`config.mk`:
```
export PLATFORM = sky130hd
export DESIGN_NAME = bytebeat_sample_synth_top
export DESIGN_NICKNAME = d
export VERILOG_FILES = /design/src/hw/rtl/bbs_pkg.sv /design/src/hw/rtl/bytebeat_sample_synth_top.sv /design/src/hw/rtl/bbs_front.sv /design/src/hw/rtl/bbs_div.sv
export VERILOG_INCLUDE_DIRS = /design/src /design/src/hw/rtl
export SDC_FILE = /design/constraint.sdc
export NUM_CORES = 2
export LEC_CHECK = 0
export ABC_AREA = 1
export BUFFER_PORTS_ARGS = -buffer_cell sky130_fd_sc_hd__buf_2
export CAP_MARGIN = 20
export CORE_ASPECT_RATIO = 0.9
export CORE_MARGIN = 4
export CORE_UTILIZATION = 41
export DETAILED_ROUTE_END_ITERATION = 7
export GPL_ROUTABILITY_DRIVEN = 0
export SYNTH_ARGS = -nofsm -noshare
export SYNTH_HDL_FRONTEND = slang
export SYNTH_SLANG_ARGS = --single-unit
```
`constraint.sdc`:
```
create_clock -name clk -period 10.65 [get_ports clk]
set_clock_uncertainty 0.05 [all_clocks]
set_input_delay 1.065 -clock clk [delete_from_list [all_inputs] [get_ports clk]]
set_output_delay 1.065 -clock clk [all_outputs]
set_load 0.1 [all_outputs]
```
`src/hw/rtl/bytebeat_sample_synth_top_defines.svh`:
```
// Assertion macros shared by the bytebeat sample synth RTL.
// Each macro expects clk and rst_n in the scope where it is used.
`ifndef BYTEBEAT_SAMPLE_SYNTH_TOP_DEFINES_SVH
`define BYTEBEAT_SAMPLE_SYNTH_TOP_DEFINES_SVH

// Same-cycle implication, disabled while reset is asserted
`define BBS_ASSERT_IMP(lbl, ante, cons, msg) \
  lbl: assert property (@(posedge clk) disable iff (!rst_n) (ante) |-> (cons)) else $error(msg);

// Fixed-delay implication, disabled while reset is asserted
`define BBS_ASSERT_DLY9(lbl, ante, cons, msg) \
  lbl: assert property (@(posedge clk) disable iff (!rst_n) (ante) |-> ##9 (cons)) else $error(msg);

`endif

```
`src/hw/rtl/bbs_pkg.sv`:
```
// Shared constants, tables and types for the bytebeat sample synth.
// No dependencies; used by bbs_front, bbs_div and the top level.
package bbs_pkg;

  localparam int unsigned TW       = 16;  // sample index width
  localparam int unsigned OW       = 8;   // sample width
  localparam int unsigned NTAP     = 4;   // melody echo taps
  localparam int unsigned DIV_W    = 16;  // divider operand width
  localparam int unsigned DIV_STAGES = 4;
  localparam int unsigned DIV_STEPS  = DIV_W / DIV_STAGES;

  localparam logic [7:0]  R_MUL    = 8'd213;
  localparam logic [3:0]  TF_MUL   = 4'd11;
  localparam logic [13:0] ENV_FULL = 14'd8192;
  localparam logic [7:0]  MIDPOINT = 8'h80;

  // Echo tap delays in scaled-time units
  localparam logic [16:0] ECHO_OFS [NTAP] = '{17'd0, 17'd12288, 17'd24576, 17'd36864};

  // Song codes
  localparam logic SONG_MELODY = 1'b0;
  localparam logic SONG_ARP    = 1'b1;

  // Payload leaving the front stages
  typedef struct packed {
    logic       song;
    logic [7:0] mel;   // melody mix, before midpoint flip
    logic [7:0] saw;   // arpeggiator saw
    logic [7:0] bass;  // bass saw
    logic [15:0] word; // rhythm word, never zero
  } front_out_t;

  // Sideband carried alongside the divider
  typedef struct packed {
    logic       song;
    logic [7:0] mel;
    logic [7:0] bass;
  } div_side_t;

  // Melody note for each of the 32 steps, as a base-36 digit
  function automatic logic [4:0] melody_digit(input logic [4:0] idx);
    logic [4:0] d;
    case (idx)
      5'd0, 5'd1, 5'd3, 5'd5:                     d = 5'd9;
      5'd2, 5'd8, 5'd9, 5'd11, 5'd13, 5'd15:     d = 5'd12;
      5'd4, 5'd7:                                d = 5'd14;
      5'd6, 5'd10, 5'd14:                        d = 5'd16;
      5'd12:                                     d = 5'd19;
      5'd16, 5'd17, 5'd19, 5'd21:                d = 5'd7;
      5'd18:                                     d = 5'd11;
      5'd20, 5'd23, 5'd28, 5'd30:                d = 5'd12;
      5'd22:                                     d = 5'd14;
      5'd24, 5'd25, 5'd27, 5'd29:                d = 5'd5;
      5'd26:                                     d = 5'd9;
      5'd31:                                     d = 5'd11;
      default:                                   d = 5'd19;
    endcase
    return d;
  endfunction

  // Note frequency; digits past the table clamp to the top entry
  function automatic logic [7:0] note_freq(input logic [4:0] n);
    logic [7:0] f;
    case (n)
      5'd0:  f = 8'd48;
      5'd1:  f = 8'd51;
      5'd2:  f = 8'd54;
      5'd3:  f = 8'd57;
      5'd4:  f = 8'd60;
      5'd5:  f = 8'd64;
      5'd6:  f = 8'd68;
      5'd7:  f = 8'd72;
      5'd8:  f = 8'd76;
      5'd9:  f = 8'd81;
      5'd10: f = 8'd85;
      5'd11: f = 8'd90;
      5'd12: f = 8'd96;
      5'd13: f = 8'd102;
      5'd14: f = 8'd108;
      5'd15: f = 8'd114;
      5'd16: f = 8'd121;
      5'd17: f = 8'd128;
      5'd18: f = 8'd136;
      default: f = 8'd144;
    endcase
    return f;
  endfunction

  function automatic logic [11:0] arp_pitch(input logic [2:0] idx);
    logic [11:0] p;
    case (idx)
      3'd0:    p = 12'd256;
      3'd1:    p = 12'd512;
      3'd2:    p = 12'd768;
      3'd3:    p = 12'd1024;
      3'd4:    p = 12'd1152;
      3'd5:    p = 12'd1216;
      3'd6:    p = 12'd1536;
      default: p = 12'd2048;
    endcase
    return p;
  endfunction

  function automatic logic [7:0] bass_pitch(input logic [1:0] idx);
    logic [7:0] p;
    case (idx)
      2'd0:    p = 8'd128;
      2'd1:    p = 8'd144;
      2'd2:    p = 8'd152;
      default: p = 8'd171;
    endcase
    return p;
  endfunction

endpackage

```
`src/hw/rtl/bytebeat_sample_synth_top.sv`:
```
// Throughput: one sample per cycle; busy stays low, 4 front stages, 4 divider
// stages of 4 steps each and one output register set the depth.
// Reset (synchronous, rst_n low) clears all valid bits and selects song 0.
// Top level of the bytebeat sample synth; depends on bbs_pkg, bbs_front,
// bbs_div and the assertion macros header.
`include "bytebeat_sample_synth_top_defines.svh"

module bytebeat_sample_synth_top (
  input  logic                   clk,
  input  logic                   rst_n,
  input  logic                   cfg_we,
  input  logic                   cfg_wdata,
  input  logic                   start,
  output logic                   busy,
  input  logic [bbs_pkg::TW-1:0] in_sample_index,
  output logic                   out_valid,
  output logic [bbs_pkg::OW-1:0] out_sample_value
);

  logic                  song_sel_r;
  logic                  accept;
  logic                  front_valid;
  bbs_pkg::front_out_t   front_data;
  bbs_pkg::div_side_t    div_side_in;
  logic                  div_valid;
  logic                  div_q0;
  bbs_pkg::div_side_t    div_side_out;
  logic                  out_valid_r;
  logic [bbs_pkg::OW-1:0] out_value_r;
  logic                  out_song_r;
  logic [bbs_pkg::OW-1:0] arp_mix;
  logic [bbs_pkg::OW-1:0] value_nxt;

  // The pipeline never stalls, so every start is a transaction
  assign busy   = 1'b0;
  assign accept = start && !busy;

  // Song select register
  always_ff @(posedge clk) begin
    if (!rst_n) begin
      song_sel_r <= bbs_pkg::SONG_MELODY;
    end else if (cfg_we) begin
      song_sel_r <= cfg_wdata;
    end
  end

  bbs_front u_front (
    .clk       (clk),
    .rst_n     (rst_n),
    .in_valid  (accept),
    .in_song   (song_sel_r),
    .in_t      (in_sample_index),
    .out_valid (front_valid),
    .out_data  (front_data)
  );

  assign div_side_in.song = front_data.song;
  assign div_side_in.mel  = front_data.mel;
  assign div_side_in.bass = front_data.bass;

  bbs_div u_div (
    .clk         (clk),
    .rst_n       (rst_n),
    .in_valid    (front_valid),
    .in_dividend ({front_data.saw, 8'h00}),
    .in_divisor  (front_data.word),
    .in_side     (div_side_in),
    .out_valid   (div_valid),
    .out_q0      (div_q0),
    .out_side    (div_side_out)
  );

  // Mix the selected song and flip to offset binary
  assign arp_mix   = (div_q0 ? bbs_pkg::MIDPOINT : 8'h00) + {1'b0, div_side_out.bass[7:1]};
  assign value_nxt = ((div_side_out.song == bbs_pkg::SONG_ARP) ? arp_mix : div_side_out.mel)
                     ^ bbs_pkg::MIDPOINT;

  always_ff @(posedge clk) begin
    if (!rst_n) begin
      out_valid_r <= 1'b0;
    end else begin
      out_valid_r <= div_valid;
    end
    out_value_r <= value_nxt;
    out_song_r  <= div_side_out.song;
  end

  assign out_valid        = out_valid_r;
  assign out_sample_value = out_value_r;

  `BBS_ASSERT_DLY9(a_start_to_out, accept, out_valid, "accepted sample did not come out after 9 cycles")
  `BBS_ASSERT_IMP(a_out_from_start, out_valid, $past(accept, 9), "result strobe without an accepted sample")
  `BBS_ASSERT_IMP(a_mel_range, out_valid && out_song_r == bbs_pkg::SONG_MELODY, out_sample_value < 8'h71 || out_sample_value >= 8'h80, "melody mix out of range")

endmodule

```
`src/hw/rtl/bbs_front.sv`:
```
// Front pipeline of the bytebeat sample synth: index scaling, table lookups,
// oscillator products and the melody echo mix. Depends on bbs_pkg.
module bbs_front (
  input  logic                   clk,
  input  logic                   rst_n,
  input  logic                   in_valid,
  input  logic                   in_song,
  input  logic [bbs_pkg::TW-1:0] in_t,
  output logic                   out_valid,
  output bbs_pkg::front_out_t    out_data
);

  // Stage 1 registers
  logic                   v1_r;
  logic                   song1_r;
  logic [bbs_pkg::TW-1:0] t1_r;
  logic [15:0]            r1_r;
  logic [19:0]            tf1_r;
  logic [23:0]            r_prod;
  logic [19:0]            tf_nxt;

  // Stage 2 registers
  logic                   v2_r;
  logic                   song2_r;
  logic [bbs_pkg::TW-1:0] t2_r;
  logic                   neg2_r [bbs_pkg::NTAP];
  logic [7:0]             f2_r   [bbs_pkg::NTAP];
  logic [12:0]            pl2_r  [bbs_pkg::NTAP];
  logic [11:0]            p1_2_r;
  logic [7:0]             p2_2_r;
  logic [15:0]            word2_r;
  logic                   neg2_nxt [bbs_pkg::NTAP];
  logic [7:0]             f2_nxt   [bbs_pkg::NTAP];
  logic [12:0]            pl2_nxt  [bbs_pkg::NTAP];
  logic [15:0]            word2_nxt;

  // Stage 3 registers
  logic                   v3_r;
  logic                   song3_r;
  logic                   neg3_r [bbs_pkg::NTAP];
  logic [6:0]             saw3_r [bbs_pkg::NTAP];
  logic [12:0]            pl3_r  [bbs_pkg::NTAP];
  logic [7:0]             asaw3_r;
  logic [7:0]             bass3_r;
  logic [15:0]            word3_r;
  logic [6:0]             saw3_nxt [bbs_pkg::NTAP];
  logic [23:0]            arp_prod;
  logic [23:0]            bass_prod;

  // Stage 4 registers
  logic                   v4_r;
  bbs_pkg::front_out_t    o4_r;
  logic [7:0]             mel_nxt;

  // Scale the index for both songs
  assign r_prod = 24'(in_t) * 24'(bbs_pkg::R_MUL);
  assign tf_nxt = 20'(in_t) * 20'(bbs_pkg::TF_MUL);

  always_ff @(posedge clk) begin
    if (!rst_n) begin
      v1_r <= 1'b0;
    end else begin
      v1_r <= in_valid;
    end
    song1_r <= in_song;
    t1_r    <= in_t;
    r1_r    <= r_prod[23:8];
    tf1_r   <= tf_nxt;
  end

  // Locate each echo tap and look up its note; derive arpeggio pitches and rhythm
  always_comb begin : s2_logic
    logic [16:0] pos;
    logic [18:0] h;
    logic [15:0] raw;
    pos = '0;
    for (int i = 0; i < bbs_pkg::NTAP; i++) begin
      pos         = {1'b0, r1_r} - bbs_pkg::ECHO_OFS[i];
      neg2_nxt[i] = pos[16];
      pl2_nxt[i]  = pos[12:0];
      f2_nxt[i]   = bbs_pkg::note_freq(bbs_pkg::melody_digit({2'b00, pos[15:13]}));
    end
    h         = tf1_r[19:1];
    raw       = h[15:0] | (16'(h >> 5) ^ 16'(h >> 6));
    word2_nxt = (raw == 16'd0) ? 16'd1 : raw;
  end

  always_ff @(posedge clk) begin
    if (!rst_n) begin
      v2_r <= 1'b0;
    end else begin
      v2_r <= v1_r;
    end
    song2_r <= song1_r;
    t2_r    <= t1_r;
    for (int i = 0; i < bbs_pkg::NTAP; i++) begin
      neg2_r[i] <= neg2_nxt[i];
      f2_r[i]   <= f2_nxt[i];
      pl2_r[i]  <= pl2_nxt[i];
    end
    p1_2_r  <= bbs_pkg::arp_pitch(tf1_r[16:14]);
    p2_2_r  <= bbs_pkg::bass_pitch(tf1_r[19:18]);
    word2_r <= word2_nxt;
  end

  // Run the oscillator products
  always_comb begin : s3_logic
    logic [23:0] prod;
    prod = '0;
    for (int i = 0; i < bbs_pkg::NTAP; i++) begin
      prod        = 24'(t2_r) * 24'(f2_r[i]);
      saw3_nxt[i] = prod[13:7];
    end
  end

  assign arp_prod  = 24'(t2_r) * 24'(p1_2_r);
  assign bass_prod = 24'(t2_r) * 24'(p2_2_r);

  always_ff @(posedge clk) begin
    if (!rst_n) begin
      v3_r <= 1'b0;
    end else begin
      v3_r <= v2_r;
    end
    song3_r <= song2_r;
    for (int i = 0; i < bbs_pkg::NTAP; i++) begin
      neg3_r[i] <= neg2_r[i];
      saw3_r[i] <= saw3_nxt[i];
      pl3_r[i]  <= pl2_r[i];
    end
    asaw3_r <= arp_prod[15:8];
    bass3_r <= bass_prod[15:8];
    word3_r <= word2_r;
  end

  // Gate each started tap by the saw-plus-phase carry and mix with halving weights
  always_comb begin : s4_logic
    logic [7:0]  sum;
    logic [13:0] env;
    logic [7:0]  tap;
    sum     = '0;
    env     = '0;
    tap     = '0;
    mel_nxt = '0;
    for (int i = 0; i < bbs_pkg::NTAP; i++) begin
      sum = {1'b0, saw3_r[i]} + {1'b0, pl3_r[i][12:6]};
      env = bbs_pkg::ENV_FULL - {1'b0, pl3_r[i]};
      tap = (sum[7] && !neg3_r[i]) ? env[13:6] : 8'd0;
      mel_nxt = mel_nxt + (tap >> i);
    end
  end

  always_ff @(posedge clk) begin
    if (!rst_n) begin
      v4_r <= 1'b0;
    end else begin
      v4_r <= v3_r;
    end
    o4_r.song <= song3_r;
    o4_r.mel  <= mel_nxt;
    o4_r.saw  <= asaw3_r;
    o4_r.bass <= bass3_r;
    o4_r.word <= word3_r;
  end

  assign out_valid = v4_r;
  assign out_data  = o4_r;

endmodule

```
`src/hw/rtl/bbs_div.sv`:
```
// Pipelined restoring divider; yields the lowest quotient bit only.
// Depends on bbs_pkg and the assertion macros header.
`include "bytebeat_sample_synth_top_defines.svh"

module bbs_div (
  input  logic                      clk,
  input  logic                      rst_n,
  input  logic                      in_valid,
  input  logic [bbs_pkg::DIV_W-1:0] in_dividend,
  input  logic [bbs_pkg::DIV_W-1:0] in_divisor,
  input  bbs_pkg::div_side_t        in_side,
  output logic                      out_valid,
  output logic                      out_q0,
  output bbs_pkg::div_side_t        out_side
);

  localparam int unsigned LAST = bbs_pkg::DIV_STAGES - 1;

  logic                      vld_r  [bbs_pkg::DIV_STAGES];
  logic [bbs_pkg::DIV_W-1:0] rem_r  [bbs_pkg::DIV_STAGES];
  logic [bbs_pkg::DIV_W-1:0] num_r  [bbs_pkg::DIV_STAGES];
  logic [bbs_pkg::DIV_W-1:0] den_r  [bbs_pkg::DIV_STAGES];
  bbs_pkg::div_side_t        side_r [bbs_pkg::DIV_STAGES];
  logic                      q_last_r;

  for (genvar s = 0; s < bbs_pkg::DIV_STAGES; s++) begin : g_stage
    logic                      vld_in;
    logic [bbs_pkg::DIV_W-1:0] rem_in;
    logic [bbs_pkg::DIV_W-1:0] num_in;
    logic [bbs_pkg::DIV_W-1:0] den_in;
    bbs_pkg::div_side_t        side_in;
    logic [bbs_pkg::DIV_W-1:0] rem_nxt;
    logic                      q_nxt;

    if (s == 0) begin : g_first
      assign vld_in  = in_valid;
      assign rem_in  = '0;
      assign num_in  = in_dividend;
      assign den_in  = in_divisor;
      assign side_in = in_side;
    end else begin : g_next
      assign vld_in  = vld_r[s-1];
      assign rem_in  = rem_r[s-1];
      assign num_in  = num_r[s-1];
      assign den_in  = den_r[s-1];
      assign side_in = side_r[s-1];
    end

    // Shift in one dividend bit per step, subtract when it fits
    always_comb begin : steps
      logic [bbs_pkg::DIV_W:0] trial;
      trial   = '0;
      rem_nxt = rem_in;
      q_nxt   = 1'b0;
      for (int j = 0; j < bbs_pkg::DIV_STEPS; j++) begin
        trial = {rem_nxt, num_in[bbs_pkg::DIV_W - 1 - s * bbs_pkg::DIV_STEPS - j]};
        if (trial >= {1'b0, den_in}) begin
          rem_nxt = bbs_pkg::DIV_W'(trial - {1'b0, den_in});
          q_nxt   = 1'b1;
        end else begin
          rem_nxt = trial[bbs_pkg::DIV_W-1:0];
          q_nxt   = 1'b0;
        end
      end
    end

    always_ff @(posedge clk) begin
      if (!rst_n) begin
        vld_r[s] <= 1'b0;
      end else begin
        vld_r[s] <= vld_in;
      end
      rem_r[s]  <= rem_nxt;
      num_r[s]  <= num_in;
      den_r[s]  <= den_in;
      side_r[s] <= side_in;
    end

    // Keep the final quotient bit from the last stage
    if (s == LAST) begin : g_q
      always_ff @(posedge clk) begin
        q_last_r <= q_nxt;
      end
    end
  end

  assign out_valid = vld_r[LAST];
  assign out_q0    = q_last_r;
  assign out_side  = side_r[LAST];

  `BBS_ASSERT_IMP(a_rem_below_den, vld_r[LAST], rem_r[LAST] < den_r[LAST], "divider remainder not below divisor")

endmodule

```
After elaboration in Yosys (flattened, before gate mapping)

Memories as Yosys holds them, arrays and structs flattened. A register that Yosys moved wholly into a read port is not among the register bits.
Cells that the tools add are included.

Bits in registers: 194
Latch bits: 0
Bits in writable memories: 436
Bits in read-only memories: 1184
Output and inout port bits: 10
Word-level logic and storage cells: 157
Memories kept: 19

Memory list:

| memory           | words | bits a word | read ports | clocked after memory_dff | write ports | line          | source |
|---|---|---|---|---|---|---|---|
| (no name shown)  | 32    | 8           | 1          | 0                        | 0           | bbs_pkg.sv:64 | `case (n)` |
| (no name shown)  | 32    | 8           | 1          | 0                        | 0           | bbs_pkg.sv:64 |  |
| (no name shown)  | 32    | 8           | 1          | 0                        | 0           | bbs_pkg.sv:64 |  |
| (no name shown)  | 32    | 8           | 1          | 0                        | 0           | bbs_pkg.sv:64 |  |
| u_div.side_r     | 4     | 17          | 4          | 0                        | 4           | bbs_div.sv:23 | `bbs_pkg::div_side_t side_r [bbs_pkg::DIV_STAGES];` |
| u_div.den_r      | 4     | 16          | 3          | 0                        | 4           | bbs_div.sv:22 | `logic [bbs_pkg::DIV_W-1:0] den_r [bbs_pkg::DIV_STAGES];` |
| 13 more memories | n/a   | n/a         | n/a        | n/a                      | n/a         | n/a           |  |

Add/sub/neg operators: 31
$mul: 8
Div/mod/pow operators: 0
Order comparisons: 16
Equality and inequality tests: 8
Shifts and indexed selects: 0
Mux-type cells: 31
Bitwise logic cells: 7
Reduce and logical (&&, ||, !) cells: 12

Operators by type and width:

| cell                                                | number |
|---|---|
| two-way mux 16 bit                                  | 16 |
| greater-or-equal comparator 17 x 16 -> 1 bit        | 15 |
| subtractor 16 bit                                   | 15 |
| case mux 12 bit (7 select lines)                    | 1 |
| multiplier 16 x 8 -> 14 bit                         | 4 |
| subtractor 14 x 13 -> 14 bit, first input constant  | 4 |
| two-way mux 8 bit                                   | 6 |
| adder 7 x 7 -> 8 bit                                | 4 |
| multiplier 16 x 8 -> 24 bit, second input constant  | 1 |
| multiplier 16 x 4 -> 20 bit, second input constant  | 1 |
| case mux 6 bit (3 select lines)                     | 1 |
| subtractor 16 x 14 -> 17 bit, second input constant | 1 |
| subtractor 16 x 15 -> 17 bit, second input constant | 1 |
| subtractor 16 x 16 -> 17 bit, second input constant | 1 |
| adder 8 x 7 -> 8 bit                                | 2 |
| greater-or-equal comparator 1 x 16 -> 1 bit         | 1 |
| zero test 16 bit                                    | 1 |
| multiplier 16 x 12 -> 16 bit                        | 1 |
| multiplier 16 x 8 -> 16 bit                         | 1 |
| bitwise OR 16 bit                                   | 1 |
| subtractor 1 x 16 -> 16 bit                         | 1 |
| XOR 14 x 13 -> 14 bit                               | 1 |
| == test 3 bit, second input constant                | 3 |
| adder 8 x 5 -> 8 bit                                | 1 |
| 12 further kinds                                    | 29 |

Longest topological paths before layout

An unclocked memory read counts as a cell.

Word-level depth: 9
Mapped depth: 55
Mapped depth without buffers: 53

By module

Synthesis repeated with hierarchy kept, for this count alone.

Cells, all modules: 6045
Area total of the unflattened synthesis: 44204.9 um2

By module, submodules not included:

| module                    | instances | cells each | area each (um2) | seq. area each (um2) |
|---|---|---|---|---|
| bbs_front                 | 1         | 3278       | 25639.6         | 5425.2 |
| bbs_div                   | 1         | 2723       | 18216.2         | 3863.7 |
| bytebeat_sample_synth_top | 1         | 44         | 349.1           | 200.2 |

Worst setup path before layout

No wires, ideal clock.

Kind: register to register
Start: mem u_div.den_r[0][1] in the netlist's numbering
End: mem u_div.rem_r[1][11] in the netlist's numbering
Library setup time: 0.058 ns
Arrival: 6.837 ns
Data required time: 10.542 ns
Slack: 3.705 ns
Stages on the path, launching flop included: 53
Path buffers: 4
Period minus slack after synthesis: 6.945 ns
Path through: dfxtp_1 inv_1 ha_1 nand2_1 nor2_1 nand2_1 nand3_2 nand2_2 nand2_4 a21oi_4 buf_2 nand2_1 nand2_1 ha_1 a21oi_1 nand2_1 a21oi_2 o21ai_2 [17 not listed] clkbuf_1 nand3_1 nand2_1 ha_1 a21oi_1 nor2_1 a211oi_1 o211ai_1 nand2_1 nand3_1 nand2_1 inv_1 nor2_1 inv_1 nor2_4 buf_6 nand3_1 nand2_1

RTL lines:

| what        | line          | source |
|---|---|---|
| from (decl) | bbs_div.sv:22 |  |
| to (decl)   | bbs_div.sv:20 | `logic [bbs_pkg::DIV_W-1:0] rem_r [bbs_pkg::DIV_STAGES];` |

==> out/qor.yml <==
crit_type: "reg -> reg"
status: "finished, final reports clean"
via_count: 33100
grt_max_degree: 43
wl_per_cell_um: 14.5
initial_utilization_pct: 41.5
drc_errors: 0
portBuffers: 29
synth_edf_count: 0
track_usage_pct: 18.8
min-delay-start: "u_front.word3_r[4]"
multi_input_area_um2: 28100
final_common_cell: "nand2_1"
grt_setup_unrepaired: "no"
viasPerCell: 4.84
clk_pin_slew_ns: 0.06
layout_common_cells: "1,380 x nand2_1, 1,054 x inv_1, 531 x ha_1"
cts-root-buf: "clkbuf_16"
die_h_um: 310
cp.required_ns: 11.13
critical_path.slowest_cell: "a21oi_2"
critPathLaunch: "u_front.out_data[0]"
cap_violations: 0
fin_tns_setup_ns: 0
crit_path_start_kind: "register"
dp_cells: 6757
avgSynthCellArea_um2: 7.59
postCtsHoldBufs: 0
die_w_um: 344
post_cts_resized: 0
async_reset_ff_share_pct: 0
r2r-start: "u_front.out_data[0]"
grt_pass1_wl_mm: 165
instances_no_fill: 6847
num_io_pins: 31
yosysSeqAreaShare_pct: 21.5
cts_tree: "done"
grt_pass1_vias: 32500
arrival_ns: 9.41
placementRows: 110
antenna_found_initial: 4
relSlewSlack_pct: 45.9
clock_latency_ns: 0.59
worstPathMaxFanout: 18
fill_cells: 10200
cts_inserted_buffers: 49
period_minus_slack_ns: 8.93
cts_post_setup_buffers_inserted: 0
syn2layout_area_growth_pct: 7.65
regArea_um2: 8980
wl_mm: 99.4
synthFlopType: "dfxtp_1"
holdWs_ns: 0.268
fin_util_pct: 44.6
cts_htree_levels: 2
synth_cell_type_count: 69
fmax_ghz: 0.112
ant_nets: 0
overflow: 0
timing.final.crit_share_pct: 83.8
hpwl_mm: 79.5
tightest_slew_ns: 0.812
hold_class: "reg -> reg"
synth_area_um2: 41700
syn_nets: 6359
crit_top_cell: "nand2_1"
nets: 6330
dieArea_um2: 107000
layout-drive-gt1-share_pct: 4.62
first_iter_violations: 2129
crit_path_end_kind: "register"
synth_warnings: 0
synth_cells: 5493
slew_viol_final: 0
dr.pass1.iters: 5
setup_viol: 0
ys_seq_elements: 448
clk_path_buf_depth: 3
hold_viol: 0
fp.coreArea_um2: 100000
cts_sinks: 448
max_stage_delay_ns: 0.68
worst max-delay path, delay by kind of cell, from the launching register on:
kind                     cells  cell delay, ns
AO/OA/AOI/OAI               12            3.49
AND/OR/NAND/NOR             19            2.76
adder cells (fa/ha/maj)      5            1.59
buffers and inverters        4            0.43
flip-flops                   1            0.40
XOR/XNOR                     1            0.14
cells by family (layout without fill, tap and decap cells):
logic type	Yosys count	count (layout)	share of synthesized area, %
xor+xnor	332	332	6.98
mux	8	8	0.213
simple gates	2057	2057	21.0
fa+ha+maj	845	845	31.0
buf+inv	1198	1207	11.1
flops	448	448	21.5
other cells	1	2	0.00900
compound gates	604	604	8.22
metal layers:
metal	up-vias	wire length (um)	global-route usage (%)
met3	109	4810	2.26
met1	15300	49500	27.4
met4	0	2010	4.06
met2	668	43000	30.0
li1	17100	-	-
met5	-	0	0
registers in the layout, summed over array words and instances, names as in the netlist, 16 cells and up, named ones only:
signal            count
u_front.t2_r         16
u_front.f2_r         32
u_div.rem_r          48
u_front.tf1_r        19
u_front.word3_r      16
u_div.side_r         64
u_front.r1_r         16
u_front.word2_r      16
u_div.den_r          48
u_front.t1_r         16
u_front.saw3_r       28
u_front.out_data     40
area by class of cell:
| type | instances | share of cell area, % |
|---|---|---|
| multi-input combinational | 3847 | 62.6 |
| sequential | 448 | 20.0 |
| inverter | 1075 | 9.01 |
| tap | 1344 | 3.75 |
| clock buffer | 63 | 3.10 |
| clock inverter | 26 | 0.951 |
| timing repair buffer | 43 | 0.558 |
| antenna | 1 | 0.00558 |
cell usage after synthesis (17+ instances only):
master / instances / share of area, %
nand2_1: 1380 / 12
inv_1: 1054 / 9.5
ha_1: 531 / 16
dfxtp_1: 448 / 22
fa_1: 314 / 15
a21oi_1: 289 / 3.5
nand3_1: 253 / 3.0
nor2_1: 231 / 2.1
xor2_1: 172 / 3.6
o21ai_0: 161 / 1.9
xnor2_1: 160 / 3.4
clkbuf_1: 75 / 0.68
nand4_1: 43 / 0.65
nor3_1: 40 / 0.48
a21o_1: 32 / 0.58
a31oi_1: 22 / 0.33
buf_2: 20 / 0.24
or2_2: 17 / 0.26
through the flow:
stage / cell area [um^2] / worst slack (ns)
global placement: 43000 / 1.75
CTS: 44900 / 1.81
finish: 44900 / 1.72
global route: 44900 / 0.855
floorplan: 41700 / 3.70
detailed placement: 43000 / 1.85
final timing paths:
kind | to | slack [ns] | cells after the start
max | u_div.rem_r[0][14] | 1.72 | 41
min | u_front.out_data[4] | 0.27 | 0
max reg2reg | u_div.rem_r[0][14] | 1.72 | 41
min reg2reg | u_front.out_data[4] | 0.27 | 0
Power is not shown: default switching activity piles up to over one toggle a cycle in this logic, so the estimate is an artifact.
